File: config.mk
export PLATFORM = sky130hd
export DESIGN_NAME = css_token_boundary_lexer
export DESIGN_NICKNAME = d
export VERILOG_FILES = /design/src/rtl/csstok_pkg.sv /design/src/rtl/css_token_boundary_lexer.sv
export VERILOG_INCLUDE_DIRS = /design/src /design/src/rtl
export SDC_FILE = /design/constraint.sdc
export NUM_CORES = 1
export LEC_CHECK = 0
export ABC_AREA = 0
export BUFFER_PORTS_ARGS = -buffer_cell sky130_fd_sc_hd__buf_2
export CORE_UTILIZATION = 56
export DETAILED_ROUTE_END_ITERATION = 6
export PLACE_DENSITY_LB_ADDON = 0.1
export SYNTH_ARGS = -nofsm -noshare
export SYNTH_HDL_FRONTEND = slang
export SYNTH_SLANG_ARGS = --single-unit
File: constraint.sdc
create_clock -name clk -period 5.5 [get_ports clk]
set_input_delay 1.1 -clock clk [delete_from_list [all_inputs] [get_ports clk]]
set_output_delay 1.1 -clock clk [all_outputs]
set_load 0.05 [all_outputs]
File: src/rtl/assert_macros.svh
// assertion macros used by the lexer rtl
// no dependencies; the bodies are empty when SYNTHESIS is defined
`ifndef ASSERT_MACROS_SVH
`define ASSERT_MACROS_SVH

`ifndef SYNTHESIS

// property must hold at every clock edge outside reset
`define ASSERT_ALWAYS(lbl, clk_i, rstn_i, prop, msg) \
  lbl: assert property (@(posedge clk_i) disable iff (!rstn_i) (prop)) else $error(msg);

// condition must never be true outside reset
`define ASSERT_NEVER(lbl, clk_i, rstn_i, cond, msg) \
  lbl: assert property (@(posedge clk_i) disable iff (!rstn_i) !(cond)) else $error(msg);

`else

`define ASSERT_ALWAYS(lbl, clk_i, rstn_i, prop, msg)
`define ASSERT_NEVER(lbl, clk_i, rstn_i, cond, msg)

`endif

`endif

File: src/rtl/csstok_pkg.sv
// token kind codes, character codes and character class helpers
// for the css token boundary lexer; no dependencies
`timescale 1ns / 1ps
`default_nettype none

package csstok_pkg;

  typedef logic [4:0] kind_t;
  typedef logic [7:0] char_t;

  // token kinds
  localparam kind_t KIND_AT      = 5'd0;
  localparam kind_t KIND_HASH    = 5'd1;
  localparam kind_t KIND_NUM     = 5'd2;
  localparam kind_t KIND_PCT     = 5'd3;
  localparam kind_t KIND_IDENT   = 5'd4;
  localparam kind_t KIND_MINUS   = 5'd5;
  localparam kind_t KIND_COMMENT = 5'd6;
  localparam kind_t KIND_DIV     = 5'd7;
  localparam kind_t KIND_SEMI    = 5'd8;
  localparam kind_t KIND_COLON   = 5'd9;
  localparam kind_t KIND_LBRACE  = 5'd10;
  localparam kind_t KIND_RBRACE  = 5'd11;
  localparam kind_t KIND_LPAREN  = 5'd12;
  localparam kind_t KIND_RPAREN  = 5'd13;
  localparam kind_t KIND_LBRACK  = 5'd14;
  localparam kind_t KIND_RBRACK  = 5'd15;
  localparam kind_t KIND_DOT     = 5'd16;
  localparam kind_t KIND_MUL     = 5'd17;
  localparam kind_t KIND_ADD     = 5'd18;
  localparam kind_t KIND_STRING  = 5'd19;
  localparam kind_t KIND_OTHER   = 5'd20;
  localparam kind_t KIND_END     = 5'd21;

  // character codes
  localparam char_t CH_SPACE  = 8'h20;
  localparam char_t CH_TAB    = 8'h09;
  localparam char_t CH_LF     = 8'h0A;
  localparam char_t CH_FF     = 8'h0C;
  localparam char_t CH_CR     = 8'h0D;
  localparam char_t CH_AT     = 8'h40;
  localparam char_t CH_HASH   = 8'h23;
  localparam char_t CH_PCT    = 8'h25;
  localparam char_t CH_SLASH  = 8'h2F;
  localparam char_t CH_STAR   = 8'h2A;
  localparam char_t CH_MINUS  = 8'h2D;
  localparam char_t CH_UNDER  = 8'h5F;
  localparam char_t CH_DOT    = 8'h2E;
  localparam char_t CH_DQUOTE = 8'h22;
  localparam char_t CH_SQUOTE = 8'h27;
  localparam char_t CH_SEMI   = 8'h3B;
  localparam char_t CH_COLON  = 8'h3A;
  localparam char_t CH_LBRACE = 8'h7B;
  localparam char_t CH_RBRACE = 8'h7D;
  localparam char_t CH_LPAREN = 8'h28;
  localparam char_t CH_RPAREN = 8'h29;
  localparam char_t CH_LBRACK = 8'h5B;
  localparam char_t CH_RBRACK = 8'h5D;
  localparam char_t CH_PLUS   = 8'h2B;
  localparam char_t CH_DIG0   = 8'h30;
  localparam char_t CH_DIG9   = 8'h39;
  localparam char_t CH_LA     = 8'h61;
  localparam char_t CH_LZ     = 8'h7A;
  localparam char_t CH_UA     = 8'h41;
  localparam char_t CH_UZ     = 8'h5A;

  // letter or underscore
  function automatic logic is_alpha_us(input char_t c);
    return (c == CH_UNDER) || (c >= CH_LA && c <= CH_LZ) || (c >= CH_UA && c <= CH_UZ);
  endfunction

  function automatic logic is_digit(input char_t c);
    return (c >= CH_DIG0) && (c <= CH_DIG9);
  endfunction

  function automatic logic is_name_char(input char_t c);
    return is_alpha_us(c) || is_digit(c) || (c == CH_MINUS);
  endfunction

endpackage

`default_nettype wire

File: src/rtl/css_token_boundary_lexer.sv
// A closed token is written into the result queue, whose head is offered on out_*.
// Throughput: one byte per cycle while in_tready is high; a request that closes two tokens
// (or the end mark with a pending token) puts two entries into the four-deep queue, which
// drains one a cycle while out_tready is high; in_tready holds while two entries are free.
// Reset: synchronous active-low rst_n clears the lexer state, the byte offset and the queue.
`timescale 1ns / 1ps
`default_nettype none

`include "assert_macros.svh"

module css_token_boundary_lexer #(
  parameter int LENGTH_WIDTH = 16,
  parameter int OFFSET_WIDTH = 32
) (
  input  wire logic clk,
  input  wire logic rst_n,
  // input byte stream
  input  wire logic       in_tvalid,
  output logic            in_tready,
  input  wire logic [7:0] in_tdata,   // [7:0] character
  input  wire logic       in_tlast,   // end_of_input
  // token stream
  output logic            out_tvalid,
  input  wire logic       out_tready,
  // [OFFSET_WIDTH-1:0] start_offset, then token_length, zero padded to whole bytes
  output logic [((OFFSET_WIDTH + LENGTH_WIDTH + 7) / 8) * 8 - 1:0] out_tdata,
  output logic [4:0]      out_tuser,  // [4:0] token_kind
  output logic            out_tlast   // last_of_run
);

  import csstok_pkg::*;

  localparam int                 QDEPTH  = 4;
  localparam int                 QPTR_W  = $clog2(QDEPTH);
  localparam int                 QCNT_W  = $clog2(QDEPTH + 1);
  localparam logic [LENGTH_WIDTH-1:0] LEN_MAX = '1;

  typedef enum logic [4:0] {
    MODE_IDLE, MODE_AT0, MODE_AT1, MODE_HASH0, MODE_NAME, MODE_MINUS0, MODE_MINUS1,
    MODE_DOT0, MODE_DOT1, MODE_SLASH, MODE_LINE, MODE_BLOCK, MODE_BLOCK_STAR,
    MODE_STRING, MODE_INT, MODE_INT_NODEC, MODE_FRAC
  } mode_t;

  typedef struct packed {
    kind_t                   kind;
    logic [OFFSET_WIDTH-1:0] start;
    logic [LENGTH_WIDTH-1:0] len;
    logic                    last;
  } res_t;

  // lexer state
  mode_t                   mode_r, mode_nxt;
  kind_t                   kind_r, kind_nxt;
  logic [OFFSET_WIDTH-1:0] start_r, start_nxt;
  logic [LENGTH_WIDTH-1:0] len_r, len_nxt;
  char_t                   quote_r, quote_nxt;
  logic [OFFSET_WIDTH-1:0] pos_r, pos_nxt;

  // result queue
  res_t                    q_mem_r [QDEPTH];
  logic [QPTR_W-1:0]       q_wr_r, q_rd_r;
  logic [QCNT_W-1:0]       q_cnt_r;

  logic                    in_fire, out_fire;
  char_t                   c;
  logic                    absorbed;
  logic [LENGTH_WIDTH-1:0] len_grown;
  res_t                    res_a, res_b, push0, push1;
  logic [1:0]              n_push;

  assign in_fire  = in_tvalid && in_tready;
  assign out_fire = out_tvalid && out_tready;
  assign c        = in_tdata;
  assign len_grown = (len_r == LEN_MAX) ? len_r : len_r + 1'b1;

  // one request: extend or close the pending token, maybe start one, or flush at the end
  always_comb begin
    mode_nxt  = mode_r;
    kind_nxt  = kind_r;
    start_nxt = start_r;
    len_nxt   = len_r;
    quote_nxt = quote_r;
    pos_nxt   = pos_r;
    res_a     = '0;
    res_b     = '0;
    absorbed  = 1'b0;
    if (in_tlast) begin
      // flush whatever is pending, then the end token
      res_a.start = start_r;
      res_a.len   = len_r;
      res_a.last  = 1'b1;
      unique case (mode_r) inside
        MODE_IDLE, MODE_LINE: res_a.last = 1'b0;
        MODE_NAME, MODE_INT, MODE_INT_NODEC, MODE_FRAC: res_a.kind = kind_r;
        MODE_MINUS0, MODE_MINUS1: res_a.kind = KIND_MINUS;
        MODE_DOT0: res_a.kind = KIND_DOT;
        MODE_SLASH: res_a.kind = KIND_DIV;
        default: res_a.kind = KIND_OTHER;
      endcase
      res_b.kind  = KIND_END;
      res_b.start = pos_r;
      res_b.len   = '0;
      res_b.last  = 1'b1;
      mode_nxt  = MODE_IDLE;
      kind_nxt  = '0;
      start_nxt = '0;
      len_nxt   = '0;
      quote_nxt = '0;
      pos_nxt   = '0;
    end else begin
      // extend the pending token or close it
      res_a.start = start_r;
      res_a.len   = len_r;
      unique case (mode_r)
        MODE_AT0: begin
          if (c == CH_MINUS) begin
            absorbed = 1'b1; len_nxt = len_grown; mode_nxt = MODE_AT1;
          end else if (is_alpha_us(c)) begin
            absorbed = 1'b1; len_nxt = len_grown; mode_nxt = MODE_NAME;
          end else begin
            res_a.last = 1'b1; res_a.kind = KIND_OTHER; mode_nxt = MODE_IDLE;
          end
        end
        MODE_AT1, MODE_DOT1: begin
          if (is_alpha_us(c) || c == CH_MINUS) begin
            absorbed = 1'b1; len_nxt = len_grown; mode_nxt = MODE_NAME;
          end else begin
            res_a.last = 1'b1; res_a.kind = KIND_OTHER; mode_nxt = MODE_IDLE;
          end
        end
        MODE_HASH0: begin
          if (is_name_char(c)) begin
            absorbed = 1'b1; len_nxt = len_grown; mode_nxt = MODE_NAME;
          end else begin
            res_a.last = 1'b1; res_a.kind = KIND_OTHER; mode_nxt = MODE_IDLE;
          end
        end
        MODE_NAME: begin
          if (is_name_char(c)) begin
            absorbed = 1'b1; len_nxt = len_grown;
          end else begin
            res_a.last = 1'b1; res_a.kind = kind_r; mode_nxt = MODE_IDLE;
          end
        end
        MODE_MINUS0: begin
          if (is_digit(c)) begin
            absorbed = 1'b1; len_nxt = len_grown; kind_nxt = KIND_NUM; mode_nxt = MODE_INT;
          end else if (c == CH_MINUS) begin
            absorbed = 1'b1; len_nxt = len_grown; mode_nxt = MODE_MINUS1;
          end else if (is_alpha_us(c)) begin
            absorbed = 1'b1; len_nxt = len_grown; kind_nxt = KIND_IDENT;
            mode_nxt = MODE_NAME;
          end else begin
            res_a.last = 1'b1; res_a.kind = KIND_MINUS; mode_nxt = MODE_IDLE;
          end
        end
        MODE_MINUS1: begin
          if (is_alpha_us(c) || c == CH_MINUS) begin
            absorbed = 1'b1; len_nxt = len_grown; kind_nxt = KIND_IDENT;
            mode_nxt = MODE_NAME;
          end else begin
            res_a.last = 1'b1; res_a.kind = KIND_MINUS; mode_nxt = MODE_IDLE;
          end
        end
        MODE_DOT0: begin
          if (is_digit(c)) begin
            absorbed = 1'b1; len_nxt = len_grown; kind_nxt = KIND_NUM;
            mode_nxt = MODE_INT_NODEC;
          end else if (c == CH_MINUS) begin
            absorbed = 1'b1; len_nxt = len_grown; mode_nxt = MODE_DOT1;
          end else if (is_alpha_us(c)) begin
            absorbed = 1'b1; len_nxt = len_grown; mode_nxt = MODE_NAME;
          end else begin
            res_a.last = 1'b1; res_a.kind = KIND_DOT; mode_nxt = MODE_IDLE;
          end
        end
        MODE_SLASH: begin
          if (c == CH_SLASH) begin
            absorbed = 1'b1; mode_nxt = MODE_LINE;
          end else if (c == CH_STAR) begin
            absorbed = 1'b1; len_nxt = len_grown; kind_nxt = KIND_COMMENT;
            mode_nxt = MODE_BLOCK;
          end else begin
            res_a.last = 1'b1; res_a.kind = KIND_DIV; mode_nxt = MODE_IDLE;
          end
        end
        MODE_LINE: begin
          // line comment ends silently at the line feed, which is then whitespace
          if (c == CH_LF) mode_nxt = MODE_IDLE;
          else absorbed = 1'b1;
        end
        MODE_BLOCK: begin
          absorbed = 1'b1; len_nxt = len_grown;
          if (c == CH_STAR) mode_nxt = MODE_BLOCK_STAR;
        end
        MODE_BLOCK_STAR: begin
          absorbed = 1'b1; len_nxt = len_grown;
          if (c == CH_SLASH) begin
            res_a.last = 1'b1; res_a.kind = KIND_COMMENT; res_a.len = len_grown;
            mode_nxt = MODE_IDLE;
          end else if (c != CH_STAR) begin
            mode_nxt = MODE_BLOCK;
          end
        end
        MODE_STRING: begin
          absorbed = 1'b1; len_nxt = len_grown;
          if (c == quote_r) begin
            res_a.last = 1'b1; res_a.kind = KIND_STRING; res_a.len = len_grown;
            mode_nxt = MODE_IDLE;
          end
        end
        MODE_INT, MODE_INT_NODEC, MODE_FRAC: begin
          if (is_digit(c)) begin
            absorbed = 1'b1; len_nxt = len_grown;
          end else if (c == CH_PCT) begin
            absorbed = 1'b1; len_nxt = len_grown;
            res_a.last = 1'b1; res_a.kind = KIND_PCT; res_a.len = len_grown;
            mode_nxt = MODE_IDLE;
          end else if (c == CH_DOT && mode_r == MODE_INT) begin
            absorbed = 1'b1; len_nxt = len_grown; mode_nxt = MODE_FRAC;
          end else begin
            res_a.last = 1'b1; res_a.kind = KIND_NUM; mode_nxt = MODE_IDLE;
          end
        end
        default: mode_nxt = MODE_IDLE;
      endcase

      // start a new token with a byte that was not absorbed
      if (!absorbed) begin
        res_b.start = pos_r;
        res_b.len   = {{(LENGTH_WIDTH-1){1'b0}}, 1'b1};
        res_b.last  = 1'b1;
        unique case (c) inside
          CH_SPACE, CH_TAB, CH_CR, CH_FF, CH_LF: res_b.last = 1'b0;
          CH_AT: begin
            res_b.last = 1'b0; kind_nxt = KIND_AT; mode_nxt = MODE_AT0;
          end
          CH_HASH: begin
            res_b.last = 1'b0; kind_nxt = KIND_HASH; mode_nxt = MODE_HASH0;
          end
          CH_MINUS: begin
            res_b.last = 1'b0; kind_nxt = KIND_MINUS; mode_nxt = MODE_MINUS0;
          end
          CH_SLASH: begin
            res_b.last = 1'b0; kind_nxt = KIND_DIV; mode_nxt = MODE_SLASH;
          end
          CH_DOT: begin
            res_b.last = 1'b0; kind_nxt = KIND_DOT; mode_nxt = MODE_DOT0;
          end
          CH_DQUOTE, CH_SQUOTE: begin
            res_b.last = 1'b0; kind_nxt = KIND_STRING; mode_nxt = MODE_STRING;
            quote_nxt = c;
          end
          CH_SEMI:   res_b.kind = KIND_SEMI;
          CH_COLON:  res_b.kind = KIND_COLON;
          CH_LBRACE: res_b.kind = KIND_LBRACE;
          CH_RBRACE: res_b.kind = KIND_RBRACE;
          CH_LPAREN: res_b.kind = KIND_LPAREN;
          CH_RPAREN: res_b.kind = KIND_RPAREN;
          CH_LBRACK: res_b.kind = KIND_LBRACK;
          CH_RBRACK: res_b.kind = KIND_RBRACK;
          CH_STAR:   res_b.kind = KIND_MUL;
          CH_PLUS:   res_b.kind = KIND_ADD;
          default: begin
            if (is_digit(c)) begin
              res_b.last = 1'b0; kind_nxt = KIND_NUM; mode_nxt = MODE_INT;
            end else if (is_alpha_us(c)) begin
              res_b.last = 1'b0; kind_nxt = KIND_IDENT; mode_nxt = MODE_NAME;
            end else begin
              res_b.kind = KIND_OTHER;
            end
          end
        endcase
        // a multi-byte token begins here
        if (mode_nxt != MODE_IDLE) begin
          start_nxt = pos_r;
          len_nxt   = {{(LENGTH_WIDTH-1){1'b0}}, 1'b1};
        end
      end
      pos_nxt = pos_r + 1'b1;
    end
  end

  // order the results of this request; the valid mark rides in the last bit until here
  always_comb begin
    push0 = res_a.last ? res_a : res_b;
    push1 = res_b;
    push0.last = !(res_a.last && res_b.last);
    push1.last = 1'b1;
    n_push = {1'b0, res_a.last} + {1'b0, res_b.last};
  end

  // lexer state registers
  always_ff @(posedge clk) begin
    if (!rst_n) begin
      mode_r  <= MODE_IDLE;
      kind_r  <= '0;
      start_r <= '0;
      len_r   <= '0;
      quote_r <= '0;
      pos_r   <= '0;
    end else if (in_fire) begin
      mode_r  <= mode_nxt;
      kind_r  <= kind_nxt;
      start_r <= start_nxt;
      len_r   <= len_nxt;
      quote_r <= quote_nxt;
      pos_r   <= pos_nxt;
    end
  end

  // result queue storage
  always_ff @(posedge clk) begin
    if (in_fire && n_push != 2'd0) q_mem_r[q_wr_r] <= push0;
    if (in_fire && n_push == 2'd2) q_mem_r[q_wr_r + 1'b1] <= push1;
  end

  // result queue pointers
  always_ff @(posedge clk) begin
    if (!rst_n) begin
      q_wr_r  <= '0;
      q_rd_r  <= '0;
      q_cnt_r <= '0;
    end else begin
      if (in_fire) q_wr_r <= q_wr_r + QPTR_W'(n_push);
      if (out_fire) q_rd_r <= q_rd_r + 1'b1;
      q_cnt_r <= q_cnt_r + (in_fire ? QCNT_W'(n_push) : '0) - QCNT_W'(out_fire);
    end
  end

  assign in_tready  = (q_cnt_r <= QCNT_W'(QDEPTH - 2));
  assign out_tvalid = (q_cnt_r != '0);

  // output payload from the queue head
  always_comb begin
    out_tdata = '0;
    out_tdata[OFFSET_WIDTH-1:0] = q_mem_r[q_rd_r].start;
    out_tdata[OFFSET_WIDTH +: LENGTH_WIDTH] = q_mem_r[q_rd_r].len;
    out_tuser = q_mem_r[q_rd_r].kind;
    out_tlast = q_mem_r[q_rd_r].last;
  end

  // checks
  `ASSERT_NEVER(a_q_overflow, clk, rst_n, q_cnt_r > QCNT_W'(QDEPTH), "result queue overflow")
  `ASSERT_ALWAYS(a_end_restarts, clk, rst_n, (in_fire && in_tlast) |=> (mode_r == MODE_IDLE && pos_r == '0), "end mark did not restart the lexer")
  `ASSERT_ALWAYS(a_end_pushes, clk, rst_n, (in_fire && in_tlast) |-> (n_push != 2'd0 && push0.kind == (n_push == 2'd1 ? KIND_END : push0.kind)), "end mark produced no end token")

endmodule

`default_nettype wire

== Word-level counts from Yosys, hierarchy flattened ==
Memory sizes are Yosys's and may differ from the RTL's. A register that Yosys moved wholly into a read port is not among the register bits.
Cells that the tools add are included.

* Add/sub/neg operators: 8
* Magnitude comparators: 7
* Equal/unequal tests: 45
* Mux-type cells: 127
* Reductions and logical operators: 36

{| class="wikitable"
|+ Operator list
! kind !! number
|-
| 16-bit 2-to-1 mux || 15
|-
| 54-bit 2-to-1 mux || 4
|-
| 5-bit 2-to-1 mux || 40
|-
| 32-bit 2-to-1 mux || 4
|-
| 8-bit by 6-bit == test with 1-bit output (second input constant) || 14
|-
| 16-bit one-hot mux with 7 select lines || 1
|-
| 5-bit one-hot mux with 11 select lines || 2
|-
| 5-bit one-hot mux with 7 select lines || 2
|-
| 5-bit one-hot mux with 12 select lines || 1
|-
| 17-bit 2-to-1 mux || 3
|-
| 8-bit by 7-bit == test with 1-bit output (second input constant) || 6
|-
| 16-bit one-hot mux with 3 select lines || 1
|-
| 5-bit by 4-bit == test with 1-bit output (second input constant) || 8
|-
| 32-bit by 1-bit adder with 32-bit output (second input constant) || 1
|-
| 8-bit by 4-bit == test with 1-bit output (second input constant) || 4
|-
| 1-bit 2-to-1 mux || 27
|-
| 3-bit 2-to-1 mux || 9
|-
| 5-bit one-hot mux with 5 select lines || 1
|-
| 8-bit 2-to-1 mux || 3
|-
| 5-bit by 3-bit == test with 1-bit output (second input constant) || 4
|-
| 5-bit one-hot mux with 4 select lines || 1
|-
| 16-bit by 1-bit adder with 16-bit output (second input constant) || 1
|-
| 16-bit == test (second input constant) || 1
|-
| 8-bit by 7-bit >= comparator with 1-bit output (second input constant) || 2
|-
| other kinds (34) || 68
|}

* Register bits after elaboration: 105
* Memory bits (writable): 216
* Output and inout bits: 56
* Memories: 1

{| class="wikitable"
|+ Memory list
! memory !! depth !! width !! rd ports !! clocked after memory_dff !! write ports !! line !! text
|-
| q_mem_r || 4 || 54 || 1 || 1 || 2 || css_token_boundary_lexer.sv:60 || <nowiki>res_t q_mem_r [QDEPTH];</nowiki>
|}

== Depth between registers and ports, before layout ==
* Depth after elaboration: 17
* Mapped depth: 20
* Gate-level depth less buffers: 18

== Worst setup path after synthesis ==
No wires, ideal clock.

* Path kind: input -> register
* Start: in in_tdata[7]
* End: mem q_mem_r[0][17] (netlist name) (enable)
* Library setup time: 0.393 ns
* Arrival: 5.211 ns
* Data required time: 5.107 ns
* Setup slack: -0.105 ns
* Cell stages on the path: 14
* Buffers on the path: 5
* Cells stage by stage: buf_6 -> or4b_4 -> buf_6 -> nor4_4 -> nand2_1 -> and3b_1 -> and4_1 -> buf_2 -> buf_2 -> ha_1 -> clkbuf_1 -> nor4_1 -> nor2_1 -> inv_1

{| class="wikitable"
|+ RTL lines
! what !! line !! text
|-
| start, declared || css_token_boundary_lexer.sv:20 || <nowiki>input wire logic [7:0] in_tdata,</nowiki>
|-
| end, declared || css_token_boundary_lexer.sv:60 ||
|}

== Final worst setup path ==
* Start: in in_tdata[1]
* End: reg q_cnt_r[2]

* Word-level cells in the longest chain between the ends: 15
* Elaborated cells between the ends (all ways): 77
* Classes of those cells: 3 x add/sub; 6 x order compare; 25 x eq/ne; 32 x mux; 11 x reduce/logical

{| class="wikitable"
|+ RTL lines
! what !! line !! text
|-
| 8-bit by 7-bit >= comparator with 1-bit output / 8-bit by 7-bit less-or-equal comparator with 1-bit output (equally long branches) || csstok_pkg.sv:69 || <nowiki>return (c == CH_UNDER) || (c >= CH_LA && c <= CH_LZ) || (c >= CH_UA && c <= CH_UZ);</nowiki>
|-
| 1-bit logical AND || csstok_pkg.sv:69 ||
|-
| 1-bit logical OR (2 in series) || csstok_pkg.sv:69 ||
|-
| 1-bit 2-to-1 mux / 1-bit logical OR (equally long branches) || n/a ||
|-
| 1-bit 2-to-1 mux / 1-bit logical OR (equally long branches) || css_token_boundary_lexer.sv:148, csstok_pkg.sv:77 ||
|-
| 1-bit 2-to-1 mux, on equally long branches || css_token_boundary_lexer.sv:166, css_token_boundary_lexer.sv:132, css_token_boundary_lexer.sv:139 ||
|-
| 1-bit one-hot mux with 8 select lines || css_token_boundary_lexer.sv:114 || <nowiki>unique case (mode_r)</nowiki>
|-
| 1-bit 2-to-1 mux || css_token_boundary_lexer.sv:87 || <nowiki>if (in_tlast) begin</nowiki>
|-
| 54-bit 2-to-1 mux || css_token_boundary_lexer.sv:229 || <nowiki>if (!absorbed) begin</nowiki>
|-
| 54-bit 2-to-1 mux || css_token_boundary_lexer.sv:87 ||
|-
| 1-bit by 1-bit adder with 2-bit output (*) || css_token_boundary_lexer.sv:290 || <nowiki>n_push = {1'b0, res_a.last} + {1'b0, res_b.last};</nowiki>
|-
| 2-bit 2-to-1 mux (*) || css_token_boundary_lexer.sv:327 || <nowiki>q_cnt_r <= q_cnt_r + (in_fire ? QCNT_W'(n_push) : '0) - QCNT_W'(out_fire);</nowiki>
|-
| 3-bit by 2-bit adder with 3-bit output (*) || css_token_boundary_lexer.sv:327 ||
|-
| 3-bit by 1-bit subtractor with 3-bit output (*) || css_token_boundary_lexer.sv:327 ||
|-
| end signal, assigned || css_token_boundary_lexer.sv:327 ||
|-
| end, declared || css_token_boundary_lexer.sv:62 || <nowiki>logic [QCNT_W-1:0] q_cnt_r;</nowiki>
|}

Every way passes the cells marked *; elsewhere a longest branch is shown, timed or not. The select of a mux whose other input is x is not followed.
A chain may end at the register's enable or synchronous reset.

==> qor.txt <==
VDD IR max - 0.234 mV
status - completed
TritonRoute pass-1 iters - 5
Area Overhead vs Synth - 12.0%
initial antenna violation count - 0
largest family of logic cells by synthesized area - compound AO/OA/AOI/OAI gates
fillers - 2393
worst-case clock skew - 15.5 ps
vias - 13.7k
Post-synth EDFFs - 152
WL per Instance - 22.1 microns
CTS Sinks - 323
register area share after synthesis - 0.487
CP Max Fanout - 23
Gates resized, CTS repair - 0
Most used DFF post-synth - dfxtp_1
site row count - 62
simple-gate share of the synthesized area - 0.176
CP endpoint kind - flop
GRT busiest layer - met2
ant diodes - 0
Tot Pwr - 6.98 mW
max cap viols - 0
H-Tree Depth - 2
Final Hold Fails - 0
Max-slew headroom - 0.295
hold_buf cts - 0
Max clock buf depth - 3
GR Util met1 - 0.444
clock insertion delay at the later pin of the skew report - 520 ps
mux contribution to synthesized area - 0.0753
compound-gate portion of the synthesized area - 0.186
Post-Syn Nets - 1695
total track usage - 0.315
Remaining DRCs - 0
Initial Utilization - 0.570
Setup-failing EPs final - 0
Final min period - 4570 ps
IO buf count - 68
Tcrit/Tclk final - 0.830
Ys Warns - 0
Synth top area share - 0.278
GPL Wtd Cong - 0.957
Die Span Y - 173 microns
Startpoint Class - input pin
Worst EP required - 5910 ps
1st-iter DRT viols - 1481
top cells by area, synth - edfxtp_1 28%, dfxtp_1 21%, mux4_2 7.4%
Slew Viols, Final - 0
reg2reg setup slack - 980 ps
I/O Pins - 69
met3 Usage GRT - 0.0438
post-synthesis adder-cell area fraction - 0.00808
synthesis-stage register bit count - 323
worst hold path class - flop to flop
Num CTS Buffers - 36
DRT antenna net count - 0
CTS tree - built
commonest non-fill, non-tap cells in the layout - 274 x nand2_1, 197 x o21ai_0, 169 x dfxtp_1
first-pass GRT wire length - 74.5 mm
Power Density - 380 mW/mm^2
Worst-Margin Slew - 1050 ps
vias in the first global route - 13.3k
largest net degree at the start of global routing - 40
WL final - 46.9 mm
Die W - 173 microns
synth unique cells - 98
Syn Area/Cell - 9.81 sq um
final hold slack - 438 ps
Clk pin slew, worst setup/hold paths - 60 ps
RSZ-0062 raised after global routing - false
TNS Setup - 0 ps
Post-synth ARST share - 0
most common cell after layout, fill and taps aside - nand2_1
layout cells sized above 1 - 0.160
fin nets - 1732
top achievable clock speed - 219 MHz
leading area contributor after synthesis - edfxtp_1
Crit path arrival time - 4980 ps
core area - 0.0288 sq mm
Die Area - 0.0300 sq mm
grt met2 use - 0.504
worst setup path category - input pin to flop
Synth Area in XOR/XNOR - 0.0299
vias per std cell - 6.44
post-DP HPWL - 30.0 mm
grt ovf - 0
root buffer cell - clkbuf_16
LEAKAGE - 6.09 nW
synthesized area - 0.0164 sq mm
Setup Fix Bufs, Post-CTS - 0
Synth Instances - 1672
[worst paths after layout]
check,from,endpoint,cells past startpoint
worst max-delay path,in_tdata[1],q_cnt_r[2],19
worst min-delay path,kind_r[3],kind_r[3],2
worst max register to register,mode_r[1],q_cnt_r[2],17
worst min register to register,kind_r[3],kind_r[3],2
[cells in the mapped netlist, drive strengths merged, types with 8 or more instances]
library cell	number
nand2	275
o21ai	202
dfxtp	171
edfxtp	152
nor2	112
clkbuf	87
a21oi	63
a22o	62
mux4	54
nand3	40
buf	34
o22ai	30
xnor2	30
inv	27
nand4	26
nor3	26
xor2	26
or3	20
and3	16
a31oi	15
nor4	15
and2	14
a21boi	12
nand2b	12
nor2b	12
ha	9
o31ai	9
a211oi	8
[layer usage]
layer / share of wire / vias to the layer above
met4: 0.025 / 0
met2: 0.46 / 603
met5: 0 / -
met1: 0.44 / 6665
met3: 0.076 / 104
li1: - / 6285
[layout make-up]
class / count / area [sq um] / area share
inverter: 28 / 109 / 0.00592
clock inverter: 17 / 173 / 0.00940
timing repair buffer: 120 / 768 / 0.0418
tap: 384 / 480 / 0.0261
sequential: 323 / 7990 / 0.435
clock buffer: 48 / 1020 / 0.0556
multi-input combinational: 1200 / 7830 / 0.426
[cells by family after synthesis]
group	count (synthesis)
compound gates	471
xor+xnor	56
fa+ha+maj	10
buf+inv	149
flops	323
mux	56
simple gates	607
[power breakdown]
| group | leakage, nW | switching (mW) | internal, mW |
|---|---|---|---|
| clock | 0.582 | 0.962 | 1.45 |
| combinational | 2.65 | 1.22 | 0.523 |
| sequential | 2.85 | 0.144 | 2.69 |
| total | 6.09 | 2.32 | 4.66 |
[registers in the layout (all words and copies together) (netlist names), named ones only]
name     count
start_r     32
q_rd_r       2
q_mem_r    216
pos_r       32
kind_r       5
q_wr_r       2
quote_r      8
q_cnt_r      3
mode_r       5
len_r       16
[worst max-delay path, stage by stage]
cell	delay, ps
buf_2	250
nor4_1	380
or2b_1	280
o311a_1	180
o21ai_1	280
nand3_1	150
nor4_1	410
or2_2	220
inv_1	50
ha_1	290
nand2_1	50
ha_1	280
inv_1	60
ha_1	130
inv_1	50
fa_1	380
xor2_1	170
xnor2_1	140
and2_1	150
[per-stage QoR]
| step | setup WS [ps] | area, sq um | utilization | std cells |
|---|---|---|---|---|
| after floorplan | 147 | 16400 | - | 1672 |
| after global placement | 537 | 17200 | 0.597 | 2055 |
| after detailed placement | 492 | 17200 | 0.597 | 2055 |
| after CTS | 998 | 18400 | 0.639 | 2120 |
| after global routing | 582 | 18400 | 0.639 | 2120 |
| final | 934 | 18400 | 0.639 | 2120 |
Note: power is estimated with default switching activity, not from simulation.
